**src/hdl/kvt_pkg.sv**
```systemverilog
// kvt_pkg: shared constants, codes and types of the key/value table
`default_nettype none

package kvt_pkg;

    localparam int ENTRIES    = 16;
    localparam int KEY_BITS   = 32;
    localparam int VALUE_BITS = 32;

    // port field widths
    localparam int CMD_W   = 2;
    localparam int WORD_W  = 32;
    localparam int STAT_W  = 2;
    localparam int COUNT_W = 5;

    // stored widths: the key and value words are taken modulo 2^KEY_BITS / 2^VALUE_BITS
    localparam int KEY_W = (KEY_BITS < WORD_W) ? KEY_BITS : WORD_W;
    localparam int VAL_W = (VALUE_BITS < WORD_W) ? VALUE_BITS : WORD_W;
    localparam int IDX_W = $clog2(ENTRIES);
    localparam int CNT_W = $clog2(ENTRIES + 1);

    typedef enum logic [CMD_W-1:0] {
        CMD_LOOKUP = 2'd0,
        CMD_SET    = 2'd1,
        CMD_DELETE = 2'd2
    } t_cmd;

    typedef enum logic [STAT_W-1:0] {
        ST_OK        = 2'd0,
        ST_NOT_FOUND = 2'd1,
        ST_FULL      = 2'd2
    } t_status;

    typedef enum logic [1:0] {
        WR_NONE,
        WR_NEW,
        WR_VALUE,
        WR_FREE
    } t_wr_op;

    typedef struct packed {
        t_wr_op           op;
        logic [IDX_W-1:0] idx;
        logic [KEY_W-1:0] key;
        logic [VAL_W-1:0] value;
    } t_wr_req;

    typedef struct packed {
        logic             valid;
        logic [KEY_W-1:0] key;
        logic [VAL_W-1:0] value;
    } t_rd_slot;

    typedef enum logic [1:0] {
        S_IDLE,
        S_SCAN,
        S_DRAIN,
        S_APPLY
    } t_state;

endpackage

`default_nettype wire

```
**src/hdl/kvt_if.sv**
```systemverilog
// kvt_in_if / kvt_out_if: valid/ready channels for commands and results
`default_nettype none

interface kvt_in_if;
    logic                        valid;
    logic                        ready;
    logic [kvt_pkg::CMD_W-1:0]   command;
    logic [kvt_pkg::WORD_W-1:0]  key;
    logic [kvt_pkg::WORD_W-1:0]  write_value;

    modport source (output valid, output command, output key, output write_value,
                    input ready);
    modport sink   (input valid, input command, input key, input write_value,
                    output ready);
endinterface

interface kvt_out_if;
    logic                         valid;
    logic                         ready;
    logic [kvt_pkg::STAT_W-1:0]   status;
    logic                         hit;
    logic [kvt_pkg::WORD_W-1:0]   read_value;
    logic                         overwrote;
    logic [kvt_pkg::COUNT_W-1:0]  entry_count;

    modport source (output valid, output status, output hit, output read_value,
                    output overwrote, output entry_count, input ready);
    modport sink   (input valid, input status, input hit, input read_value,
                    input overwrote, input entry_count, output ready);
endinterface

`default_nettype wire

```
**src/hdl/kvt_store.sv**
```systemverilog
// kvt_store: slot key/value memory with registered read and valid flags
`default_nettype none

module kvt_store (
    input  wire logic                    i_clk,
    input  wire logic                    i_rst_n,
    input  wire logic [kvt_pkg::IDX_W-1:0] i_rd_idx,
    input  wire kvt_pkg::t_wr_req        i_wr,
    output kvt_pkg::t_rd_slot            o_rd
);
    import kvt_pkg::*;

    logic [KEY_W-1:0]   r_key_mem [ENTRIES];
    logic [VAL_W-1:0]   r_val_mem [ENTRIES];
    logic [ENTRIES-1:0] r_vld;
    t_rd_slot           r_rd;

    // valid flags, cleared at reset
    always_ff @(posedge i_clk) begin
        if (!i_rst_n) begin
            r_vld <= '0;
        end else begin
            unique case (i_wr.op)
                WR_NEW:   r_vld[i_wr.idx] <= 1'b1;
                WR_FREE:  r_vld[i_wr.idx] <= 1'b0;
                WR_NONE,
                WR_VALUE: ;
                default:  ;
            endcase
        end
    end

    // key/value memory, one write and one registered read per cycle
    always_ff @(posedge i_clk) begin
        if (i_wr.op == WR_NEW) begin
            r_key_mem[i_wr.idx] <= i_wr.key;
        end
        if (i_wr.op == WR_NEW || i_wr.op == WR_VALUE) begin
            r_val_mem[i_wr.idx] <= i_wr.value;
        end
        r_rd.key   <= r_key_mem[i_rd_idx];
        r_rd.value <= r_val_mem[i_rd_idx];
        r_rd.valid <= r_vld[i_rd_idx];
    end

    assign o_rd = r_rd;

endmodule

`default_nettype wire

```
**src/hdl/key_value_table_top.sv**
```systemverilog
// key_value_table_top: linear-search key/value table with a slot scan sequencer
//
//  channel  dir  transaction                            payload
//  i_in     in   one command: lookup, set or delete     command, key, write_value
//  o_out    out  one result per command                 status, hit, read_value,
//                                                       overwrote, entry_count
//
//  the result is loaded after a scan of every slot in order: one slot memory read
//  per cycle through the single key compare unit, then a drain state for the
//  registered read, then an apply state that updates the slot and loads the result
//  i_in.ready is high only while the sequencer is idle, so a new command is not
//  accepted until the previous one has left its apply state
//  a result waits in the output register; the next command may be accepted meanwhile
//  and stalls in its apply state until the output register is free
//  reset clears the valid flags and the entry count at once; no clearing pass
`default_nettype none

module key_value_table_top (
    input  wire logic i_clk,
    input  wire logic i_rst_n,
    kvt_in_if.sink    i_in,
    kvt_out_if.source o_out
);
    import kvt_pkg::*;

    // sequencer state
    t_state             r_state, n_state;
    logic [IDX_W-1:0]   r_idx, n_idx;
    logic               r_pv;          // read data of r_rd_idx is at the compare stage
    logic [IDX_W-1:0]   r_rd_idx;

    // captured command
    logic [CMD_W-1:0]   r_cmd;
    logic [KEY_W-1:0]   r_key;
    logic [VAL_W-1:0]   r_val;

    // scan results
    logic               r_found;
    logic [IDX_W-1:0]   r_found_idx;
    logic [VAL_W-1:0]   r_found_val;
    logic               r_free_ok;
    logic [IDX_W-1:0]   r_free_idx;

    logic [CNT_W-1:0]   r_count, n_count;

    // output register
    logic               r_out_vld;
    logic [STAT_W-1:0]  r_out_status;
    logic               r_out_hit;
    logic [WORD_W-1:0]  r_out_rval;
    logic               r_out_over;
    logic [COUNT_W-1:0] r_out_count;

    t_wr_req            wr;
    t_rd_slot           rd;
    logic               accept;
    logic               out_take;
    logic               load_out;
    logic               match;
    t_status            res_status;
    logic               res_hit;
    logic [VAL_W-1:0]   res_rval;
    logic               res_over;

    kvt_store u_store (
        .i_clk    (i_clk),
        .i_rst_n  (i_rst_n),
        .i_rd_idx (r_idx),
        .i_wr     (wr),
        .o_rd     (rd)
    );

    assign accept   = i_in.valid && i_in.ready;
    assign out_take = r_out_vld && o_out.ready;

    // shared compare unit: one slot per cycle
    assign match = r_pv && rd.valid && (rd.key == r_key);

    // sequencer: next state, store write and result
    always_comb begin
        n_state    = r_state;
        n_idx      = r_idx;
        n_count    = r_count;
        load_out   = 1'b0;
        wr.op      = WR_NONE;
        wr.idx     = r_found_idx;
        wr.key     = r_key;
        wr.value   = r_val;
        res_status = ST_OK;
        res_hit    = 1'b0;
        res_rval   = '0;
        res_over   = 1'b0;
        i_in.ready = 1'b0;

        // decision from the finished scan
        unique case (r_cmd)
            CMD_LOOKUP: begin
                res_hit = r_found;
                if (r_found) begin
                    res_rval = r_found_val;
                end else begin
                    res_status = ST_NOT_FOUND;
                end
            end
            CMD_SET: begin
                if (r_found) begin
                    res_hit  = 1'b1;
                    res_over = 1'b1;
                end else if (!r_free_ok) begin
                    res_status = ST_FULL;
                end
            end
            CMD_DELETE: begin
                res_hit = r_found;
                if (!r_found) begin
                    res_status = ST_NOT_FOUND;
                end
            end
            default: ;  // unused code: no change, status ok
        endcase

        unique case (r_state)
            S_IDLE: begin
                i_in.ready = 1'b1;
                if (accept) begin
                    n_state = S_SCAN;
                    n_idx   = '0;
                end
            end
            S_SCAN: begin
                if (r_idx == IDX_W'(ENTRIES - 1)) begin
                    n_state = S_DRAIN;
                end else begin
                    n_idx = r_idx + IDX_W'(1);
                end
            end
            S_DRAIN: begin
                n_state = S_APPLY;
            end
            S_APPLY: begin
                // commit only once the output register can take the result
                if (!r_out_vld || o_out.ready) begin
                    load_out = 1'b1;
                    n_state  = S_IDLE;
                    if (r_cmd == CMD_SET && r_found) begin
                        wr.op = WR_VALUE;
                    end else if (r_cmd == CMD_SET && r_free_ok) begin
                        wr.op   = WR_NEW;
                        wr.idx  = r_free_idx;
                        n_count = r_count + CNT_W'(1);
                    end else if (r_cmd == CMD_DELETE && r_found) begin
                        wr.op = WR_FREE;
                        if (r_count != '0) begin
                            n_count = r_count - CNT_W'(1);
                        end
                    end
                end
            end
            default: n_state = S_IDLE;
        endcase
    end

    // control registers
    always_ff @(posedge i_clk) begin
        if (!i_rst_n) begin
            r_state   <= S_IDLE;
            r_idx     <= '0;
            r_pv      <= 1'b0;
            r_count   <= '0;
            r_out_vld <= 1'b0;
            r_found   <= 1'b0;
            r_free_ok <= 1'b0;
        end else begin
            r_state <= n_state;
            r_idx   <= n_idx;
            r_pv    <= (r_state == S_SCAN);
            r_count <= n_count;
            if (load_out) begin
                r_out_vld <= 1'b1;
            end else if (out_take) begin
                r_out_vld <= 1'b0;
            end
            if (accept) begin
                r_found   <= 1'b0;
                r_free_ok <= 1'b0;
            end else begin
                if (match && !r_found) begin
                    r_found <= 1'b1;
                end
                // lowest free slot is the first invalid one seen
                if (r_pv && !rd.valid && !r_free_ok) begin
                    r_free_ok <= 1'b1;
                end
            end
        end
    end

    // payload registers
    always_ff @(posedge i_clk) begin
        r_rd_idx <= r_idx;
        if (accept) begin
            r_cmd <= i_in.command;
            r_key <= KEY_W'(i_in.key);
            r_val <= VAL_W'(i_in.write_value);
        end
        if (match && !r_found) begin
            r_found_idx <= r_rd_idx;
            r_found_val <= rd.value;
        end
        if (r_pv && !rd.valid && !r_free_ok) begin
            r_free_idx <= r_rd_idx;
        end
        if (load_out) begin
            r_out_status <= res_status;
            r_out_hit    <= res_hit;
            r_out_rval   <= WORD_W'(res_rval);
            r_out_over   <= res_over;
            r_out_count  <= COUNT_W'(n_count);
        end
    end

    assign o_out.valid       = r_out_vld;
    assign o_out.status      = r_out_status;
    assign o_out.hit         = r_out_hit;
    assign o_out.read_value  = r_out_rval;
    assign o_out.overwrote   = r_out_over;
    assign o_out.entry_count = r_out_count;

`ifndef SYNTHESIS
    // the entry count never passes the table depth
    a_count_bound: assert property (@(posedge i_clk) disable iff (!i_rst_n)
        r_count <= CNT_W'(ENTRIES))
        else $error("entry count above table depth");

    // a full report only comes with a full table
    a_full_count: assert property (@(posedge i_clk) disable iff (!i_rst_n)
        (r_out_vld && r_out_status == ST_FULL) |-> (r_out_count == COUNT_W'(ENTRIES)))
        else $error("table full reported with free slots");

    // an accepted command starts its scan at slot zero
    a_scan_start: assert property (@(posedge i_clk) disable iff (!i_rst_n)
        accept |=> (r_state == S_SCAN && r_idx == '0))
        else $error("scan did not start at slot zero");

    // an overwrite is always a hit
    a_over_hit: assert property (@(posedge i_clk) disable iff (!i_rst_n)
        (r_out_vld && r_out_over) |-> r_out_hit)
        else $error("overwrite without hit");
`endif

endmodule

`default_nettype wire
```
**src/flat_wrapper.sv**
```systemverilog
// flat-port wrapper written by rule: the top's interface ports become plain ports
module key_value_table_top_flat import kvt_pkg::*;
  (i_clk, i_rst_n, i_in_valid, i_in_command, i_in_key, i_in_write_value, i_in_ready, o_out_valid, o_out_status, o_out_hit, o_out_read_value, o_out_overwrote, o_out_entry_count, o_out_ready);
  kvt_in_if i_in_i ();
  kvt_out_if o_out_i ();
  input  wire logic i_clk;
  input  wire logic i_rst_n;
  input wire logic [$bits(i_in_i.valid)-1:0] i_in_valid;
  input wire logic [$bits(i_in_i.command)-1:0] i_in_command;
  input wire logic [$bits(i_in_i.key)-1:0] i_in_key;
  input wire logic [$bits(i_in_i.write_value)-1:0] i_in_write_value;
  output wire logic [$bits(i_in_i.ready)-1:0] i_in_ready;
  output wire logic [$bits(o_out_i.valid)-1:0] o_out_valid;
  output wire logic [$bits(o_out_i.status)-1:0] o_out_status;
  output wire logic [$bits(o_out_i.hit)-1:0] o_out_hit;
  output wire logic [$bits(o_out_i.read_value)-1:0] o_out_read_value;
  output wire logic [$bits(o_out_i.overwrote)-1:0] o_out_overwrote;
  output wire logic [$bits(o_out_i.entry_count)-1:0] o_out_entry_count;
  input wire logic [$bits(o_out_i.ready)-1:0] o_out_ready;
  assign i_in_i.valid = i_in_valid;
  assign i_in_i.command = i_in_command;
  assign i_in_i.key = i_in_key;
  assign i_in_i.write_value = i_in_write_value;
  assign i_in_ready = i_in_i.ready;
  assign o_out_valid = o_out_i.valid;
  assign o_out_status = o_out_i.status;
  assign o_out_hit = o_out_i.hit;
  assign o_out_read_value = o_out_i.read_value;
  assign o_out_overwrote = o_out_i.overwrote;
  assign o_out_entry_count = o_out_i.entry_count;
  assign o_out_i.ready = o_out_ready;
  key_value_table_top u_core (.i_clk(i_clk), .i_rst_n(i_rst_n), .i_in(i_in_i), .o_out(o_out_i));
endmodule
```
**config.mk**
```make
export PLATFORM = sky130hd
export DESIGN_NAME = key_value_table_top_flat
export DESIGN_NICKNAME = d
export VERILOG_FILES = /design/src/hdl/kvt_pkg.sv /design/src/hdl/kvt_if.sv /design/src/hdl/kvt_store.sv /design/src/hdl/key_value_table_top.sv /design/src/flat_wrapper.sv
export SDC_FILE = /design/constraint.sdc
export NUM_CORES = 1
export LEC_CHECK = 0
export ABC_AREA = 1
export BUFFER_PORTS_ARGS = -buffer_cell sky130_fd_sc_hd__buf_2
export CAP_MARGIN = 20
export CELL_PAD_IN_SITES_DETAIL_PLACEMENT = 0
export CELL_PAD_IN_SITES_GLOBAL_PLACEMENT = 1
export CORE_ASPECT_RATIO = 1.2
export CORE_MARGIN = 8
export CORE_UTILIZATION = 38
export CTS_BUF_LIST = sky130_fd_sc_hd__clkbuf_4 sky130_fd_sc_hd__clkbuf_8
export DETAILED_ROUTE_END_ITERATION = 8
export PLACE_DENSITY = 0.71
export SLEW_MARGIN = 40
export SYNTH_ARGS = -nofsm -noshare
export SYNTH_HDL_FRONTEND = slang
export SYNTH_SLANG_ARGS = --single-unit
export TNS_END_PERCENT = 20
```
**constraint.sdc**
```tcl
create_clock -name i_clk -period 4.1 [get_ports i_clk]
set_clock_uncertainty 0.15 [all_clocks]
set_input_delay 0.41 -clock i_clk [delete_from_list [all_inputs] [get_ports i_clk]]
set_output_delay 0.41 -clock i_clk [all_outputs]
set_load 0.01 [all_outputs]
```
==> metrics.md, run 1 <==
| Metric | Value |
|---|---|
| Status | `complete, no violations` |
| MaxCap Viol Count | `0` |
| Synth Warn # | `0` |
| Final Hold Fails | `0` |
| I/O pins | `113` |
| Fmax achieved | `290 MHz` |
| Hold path start | `i_in_key[10]` |
| Slew @ Worst Pin | `0.778 ns` |
| 1st-iter DRT viols | `2577` |
| DR DRC count | `0` |
| H-Tree Depth | `4` |
| Row cnt | `143` |
| Fin crit period | `3.45 ns` |
| Maximum number of pins on one net before global-route repair | `191` |
| Seq/Total Area, Yosys | `0.766` |
| Via count | `29.9k` |
| Layout cells sized above 1 | `0.158` |
| Non-Filler Instances | `5644` |
| Crit end category | `flop` |
| Ys flop type | `edfxtp_1` |
| First-pass GRT wire length | `191000 µm` |
| Cell count after synthesis | `3540` |
| Post-Syn Nets | `3619` |
| Setup-failing EPs final | `0` |
| Commonest non-fill, non-tap cells in the layout | `edfxtp_1, nor2_1, o21ai_0, clkbuf_8, o221ai_1` |
| Cts repair resizes | `0` |
| Initial antenna violation count | `6` |
| Drt via density | `5.29` |
| Reg-to-Reg End | `u_core.u_store.r_val_mem[5][28]` |
| Final Max Tran Viols | `0` |
| Core box area | `127000 µm²` |
| Crit Path Class | `reg -> reg` |
| TritonCTS clock tree | `done` |
| Grt ovf | `0` |
| Worst setup SP type | `flop` |
| Hold-fix buffers, CTS | `95` |
| Worst EP required | `4.51 ns` |
| Relative slew slack | `0.482` |
| Clk slew on worst S/H paths | `0.07 ns` |
| Die Wd | `342 µm` |
| Buffer count from post-CTS setup fixing | `0` |
| Synth Register Bits | `1271` |
| Max FO, Critical Path | `17` |
| Hold Crit Depth | `2` |
| Max rail drop VDD | `0.347 mV` |
| Ys async rst share | `0` |
| Setup TNS | `0 ns` |
| Inst Count DP | `5186` |
| Clock Sinks | `1271` |
| Avg Cell Area, Syn | `13.7 µm²` |
| Distinct cell type count after synthesis | `43` |
| Post-Syn Area | `48500 µm²` |
| Num CTS Buffers | `191` |
| Port-buffer cells | `112` |
| FF-to-FF path depth | `9` |
| RSZ-0062 raised after global routing | `no` |
| Starting Density | `0.383` |
| CTS Buffer Depth | `3` |
| GRT Util Overall | `0.179` |
| Top cell type's share of synthesized area | `0.724` |
| Place WS | `0.624 ns` |
| PwrDens | `560 nW/µm²` |
| Routed Antenna Nets | `0` |
| Period utilization | `0.841` |
| Routed WL per cell | `22.6 µm` |
| Final HPWL DP | `73800 µm` |
| Synth top area cells | `edfxtp_1, o21ai_0, nor2_1, dfxtp_1, o221ai_1` |
| CTS Root Cell | `clkbuf_8` |
| Area Growth Syn to Fin | `16.7%` |
| Vias in the first global route | `30.1k` |
| Gpl congestion | `0.811` |
| Hold-critical path endpoint | `u_core.r_key[10]` |
| Most common cell after layout, fill and taps aside | `edfxtp_1` |
| Final net count | `3887` |
| Reg2Reg Launch Point | `u_core.r_state[1]` |
| Reg-to-reg setup timing slack | `0.65 ns` |
| Drt pass-1 iters | `6` |
| Die area | `139000 µm²` |
| Final setup margin | `0.652 ns` |
| Pleak | `18.8 nW` |
| Hold Crit Class | `in -> reg` |
| Clock Latency Late Sink | `0.90 ns` |
| CP arrival | `3.86 ns` |
| Cell taking the most area after synthesis | `edfxtp_1` |
| Drt total wl | `127000 µm` |
| Number of flops mapped to enable cells by yosys | `1171` |
| Die outline height | `408 µm` |
## critical path, stage by stage, from the launching register on
cell and delay, ns:
dfxtp_1 0.36, ha_1 0.17, inv_2 0.06, nor2_4 0.33, nand3_2 0.43, o21ai_2 0.20, ha_1 0.26, buf_4 0.27
nor2_4 0.56, buf_4 0.28
## where the power goes
| group | total [W] | switching (W) | leakage (nW) | internal, W |
|---|---|---|---|---|
| Combinational | 0.00461 | 0.00323 | 5.20 | 0.00138 |
| Clock | 0.0110 | 0.00497 | 2.18 | 0.00604 |
| Sequential | 0.0161 | 0.000782 | 11.4 | 0.0153 |
## cell families after synthesis
logic type / count (synthesis) / synth area share
fa+ha+maj: 9 / 0.00232
simple gates: 979 / 0.0852
flops: 1271 / 0.766
compound gates: 880 / 0.111
xor+xnor: 22 / 0.00397
buf+inv: 379 / 0.0319
## Yosys cell counts (4+ instances only)
master	instances
edfxtp_1	1171
nor2_1	646
o21ai_0	529
o221ai_1	194
clkbuf_1	161
inv_1	140
nand2_1	137
nand3_1	124
dfxtp_1	100
o211ai_1	63
o22ai_1	63
buf_2	41
a21oi_1	22
buf_1	18
nand2_2	13
nand4_1	13
nor3_1	12
xnor2_1	11
xor2_1	11
ha_1	9
nand2_4	9
buf_4	7
inv_2	7
nor2_4	7
or2_2	5
buf_6	4
## sequential cells by signal, indices dropped and copies added (netlist names), 2 cells and up, named ones only
register and flops:
u_core.r_cmd 2, u_core.r_key 32, u_core.r_state 2, u_core.o_out.entry_count 5
u_core.r_free_idx 4, u_core.r_val 32, u_core.u_store.r_val_mem 512, u_core.r_found_val 32
u_core.r_idx 4, u_core.o_out.status 2, u_core.r_rd_idx 4, u_core.u_store.r_key_mem 512
u_core.u_store.o_rd 65, u_core.r_count 5, u_core.o_out.read_value 32, u_core.r_found_idx 4
## metrics by stage
step | utilization | cell area [µm²] | power [W] | hold WS, ns
finish | 0.447 | 56600 | 0.0317 | 0.0927
global route | 0.447 | 56600 | 0.0331 | 0.0426
CTS | 0.447 | 56600 | 0.0320 | 0.00288
detailed placement | 0.407 | 51500 | 0.0209 | 0.239
global placement | 0.406 | 51500 | 0.0209 | 0.236
floorplan | - | 48500 | 0.0188 | 0.176
## worst max-delay path by stage
stage                                  from                              end  slack (ns)  cells after the start
after floorplan           u_core.r_state[0]   u_core.u_store.r_val_mem[1][0]       -0.09                     11
after global placement          o_out_ready   u_core.u_store.r_val_mem[5][5]        0.68                      9
after detailed placement     u_core.r_found  u_core.u_store.r_key_mem[0][28]        0.62                      9
after CTS                 u_core.r_state[1]   u_core.u_store.r_val_mem[5][5]        0.60                      9
after global routing      u_core.r_state[1]  u_core.u_store.r_val_mem[5][13]        0.41                      9
final                     u_core.r_state[1]  u_core.u_store.r_val_mem[5][28]        0.65                      9
## cell type report
cell class	instances	area (µm²)
Multi-Input combinational cell	1890	10100
Inverter	147	572
Timing Repair Buffer	307	2560
Sequential cell	1271	37200
Tap cell	1667	2090
Clock inverter	89	774
Fill cell	11300	70000
Antenna cell	2	5.00
Clock buffer	271	3370
## metal layers
layer  vias to the layer above  track usage  part of all wire
li1                      13700            -                 -
met5                         -            0                 0
met1                     14900        0.224              0.41
met2                       940        0.309              0.50
met3                       230       0.0287             0.048
met4                         0       0.0750             0.039
No activity file was read; power rests on OpenSTA's default activity.
==> run 2: changes to the inputs <==
==> constraint.sdc (replaced) <==
create_clock -name i_clk -period 3.17 [get_ports i_clk]
set_clock_uncertainty 0.15 [all_clocks]
set_input_delay 0.317 -clock i_clk [delete_from_list [all_inputs] [get_ports i_clk]]
set_output_delay 0.317 -clock i_clk [all_outputs]
set_load 0.01 [all_outputs]
==> metrics.md, run 2 (synthesis gave the netlist of run 1 again) <==
| Metric | Value |
|---|---|
| Routed Antenna Nets | `0 (unchanged)` |
| Via count | `30.1k (was 29.9k)` |
| Final Max Tran Viols | `0 (unchanged)` |
| Clock Latency Late Sink | `0.89 ns (was 0.90 ns)` |
| Slowest stage cell on the critical path | `edfxtp_1 (was nor2_4)` |
| Worst EP required | `3.57 ns (was 4.51 ns)` |
| CP arrival | `3.36 ns (was 3.86 ns)` |
| Hold Crit Class | `in -> reg (unchanged)` |
| Fin crit period | `2.96 ns (was 3.45 ns)` |
| Relative slew slack | `0.492 (was 0.482)` |
| PwrDens | `712 nW/µm² (was 560 nW/µm²)` |
| Fmax achieved | `338 MHz (was 290 MHz)` |
| Num CTS Buffers | `196 (was 191)` |
| GRT Util Overall | `0.177 (was 0.179)` |
| Crit end category | `flop (unchanged)` |
| Drt pass-1 iters | `5 (was 6)` |
| Post-layout util | `0.454 (was 0.447)` |
| CTS Buffer Depth | `3 (unchanged)` |
| Die outline height | `408 µm (unchanged)` |
| Status | `complete, no violations (unchanged)` |
| Drt via density | `5.27 (was 5.29)` |
| Hold path start | `i_in_command[0] (was i_in_key[10])` |
| Clock Sinks | `1271 (unchanged)` |
| Crit Path Class | `reg -> reg (unchanged)` |
| Starting Density | `0.383 (unchanged)` |
| Layout cells sized above 1 | `0.162 (was 0.158)` |
| MaxCap Viol Count | `0 (unchanged)` |
| Routed WL per cell | `22.1 µm (was 22.6 µm)` |
| CTS Root Cell | `clkbuf_8 (unchanged)` |
| Setup TNS | `0 ns (unchanged)` |
| RSZ-0062 raised after global routing | `no (unchanged)` |
| Drt total wl | `126000 µm (was 127000 µm)` |
| Slew @ Worst Pin | `0.762 ns (was 0.778 ns)` |
| Max rail drop VDD | `0.469 mV (was 0.347 mV)` |
| TritonCTS clock tree | `done (unchanged)` |
| H-Tree Depth | `4 (unchanged)` |
| Final HPWL DP | `71300 µm (was 73800 µm)` |
| Die area | `139000 µm² (unchanged)` |
| Row cnt | `143 (unchanged)` |
| Hold Slack | `0.0752 ns (was 0.0927 ns)` |
| First-pass GRT wire length | `189000 µm (was 191000 µm)` |
| I/O pins | `113 (unchanged)` |
| Power Total | `0.0410 W (was 0.0317 W)` |
| Period utilization | `0.934 (was 0.841)` |
| Reg2Reg Launch Point | `u_core.r_cmd[1] (was u_core.r_state[1])` |
| Max incr delay on CP | `0.42 ns (was 0.56 ns)` |
| Die Wd | `342 µm (unchanged)` |
| Port-buffer cells | `112 (unchanged)` |
| 1st-iter DRT viols | `2778 (was 2577)` |
| Setup-failing EPs final | `0 (unchanged)` |
| Max FO, Critical Path | `18 (was 17)` |
| Final net count | `3956 (was 3887)` |
| Fillers | `11.2k (was 11.3k)` |
| Cells along the critical path | `inv_2, nand2_2, nor2_4, nand3_4, o21ai_2, ha_1, buf_4, nor2_4, buf_4 (was ha_1, inv_2, nor2_4, nand3_2, o21ai_2, ha_1, buf_4, nor2_4, buf_4)` |
| Buffer count from post-CTS setup fixing | `0 (unchanged)` |
| Worst setup SP type | `flop (unchanged)` |
| Pleak | `19.1 nW (was 18.8 nW)` |
| Area Growth Syn to Fin | `18.4% (was 16.7%)` |
| Most common cell after layout, fill and taps aside | `edfxtp_1 (unchanged)` |
| Vias in the first global route | `30.0k (was 30.1k)` |
| DR DRC count | `0 (unchanged)` |
| Core box area | `127000 µm² (unchanged)` |
| Grt ovf | `0 (unchanged)` |
| Clk slew on worst S/H paths | `0.06 ns (was 0.07 ns)` |
| Commonest non-fill, non-tap cells in the layout | `edfxtp_1, nor2_1, o21ai_0, clkbuf_8, o221ai_1 (unchanged)` |
| CP startpoint | `u_core.r_cmd[1] (was u_core.r_state[1])` |
| Maximum number of pins on one net before global-route repair | `161 (was 191)` |
| Gpl congestion | `0.804 (was 0.811)` |
| Final Hold Fails | `0 (unchanged)` |
| Initial antenna violation count | `2 (was 6)` |
## run 2: layer usage
layer / global-route usage / share of wire
met1: 0.230 / 0.43
met2: 0.299 / 0.50
met3: 0.0325 / 0.053
met4: 0.0559 / 0.025
met5: 0 / 0
## run 2: worst paths after layout
| kind | end | depth (start not counted) | slack [ns] |
|---|---|---|---|
| min | u_core.r_cmd[0] | 2 | 0.08 |
| max reg2reg | u_core.u_store.r_val_mem[9][14] | 9 | 0.21 |
| min reg2reg | u_core.r_found_val[11] | 0 | 0.25 |
| max | u_core.u_store.r_val_mem[9][14] | 9 | 0.21 |
## run 2: cell type report
cell class	count	area (µm²)	share of cell area
sequential	1271	37200	0.647
multi-input combinational	1890	10100	0.176
timing repair buffer	371	3440	0.0599
clock buffer	271	3370	0.0586
tap	1667	2090	0.0363
clock inverter	94	736	0.0128
inverter	147	572	0.00995
antenna	1	2.50	0.0000435
## run 2: repair_timing
| action | CTS | global route |
|---|---|---|
| endpoints found under the setup margin | 0 | 223 |
| resized for setup | 0 | 3 |
| hold buffers | 129 | 0 |
| hold endpoints to repair | 97 | 0 |
## run 2: per-stage QoR
step	cells	cell area [µm²]	worst slack (ns)
floorplan	3540	48800	-0.141
CTS	5711	57500	0.0625
global placement	5217	52100	0.137
global route	5712	57500	0.0411
finish	5712	57500	0.210
detailed placement	5217	52100	0.121
## run 2: power by group
group / total, W / internal (W) / switching (W)
registers: 0.0207 / 0.0198 / 0.000882
clock network: 0.0141 / 0.00760 / 0.00648
logic: 0.00618 / 0.00191 / 0.00427
total: 0.0410 / 0.0293 / 0.0116
## run 2: worst max-delay path, delay by kind of cell, from the launching register on
kind | cells | cell delay [ns]
buf+inv | 3 | 0.70
compound gates | 1 | 0.15
fa+ha+maj | 1 | 0.24
simple gates | 4 | 0.90
flops | 1 | 0.42
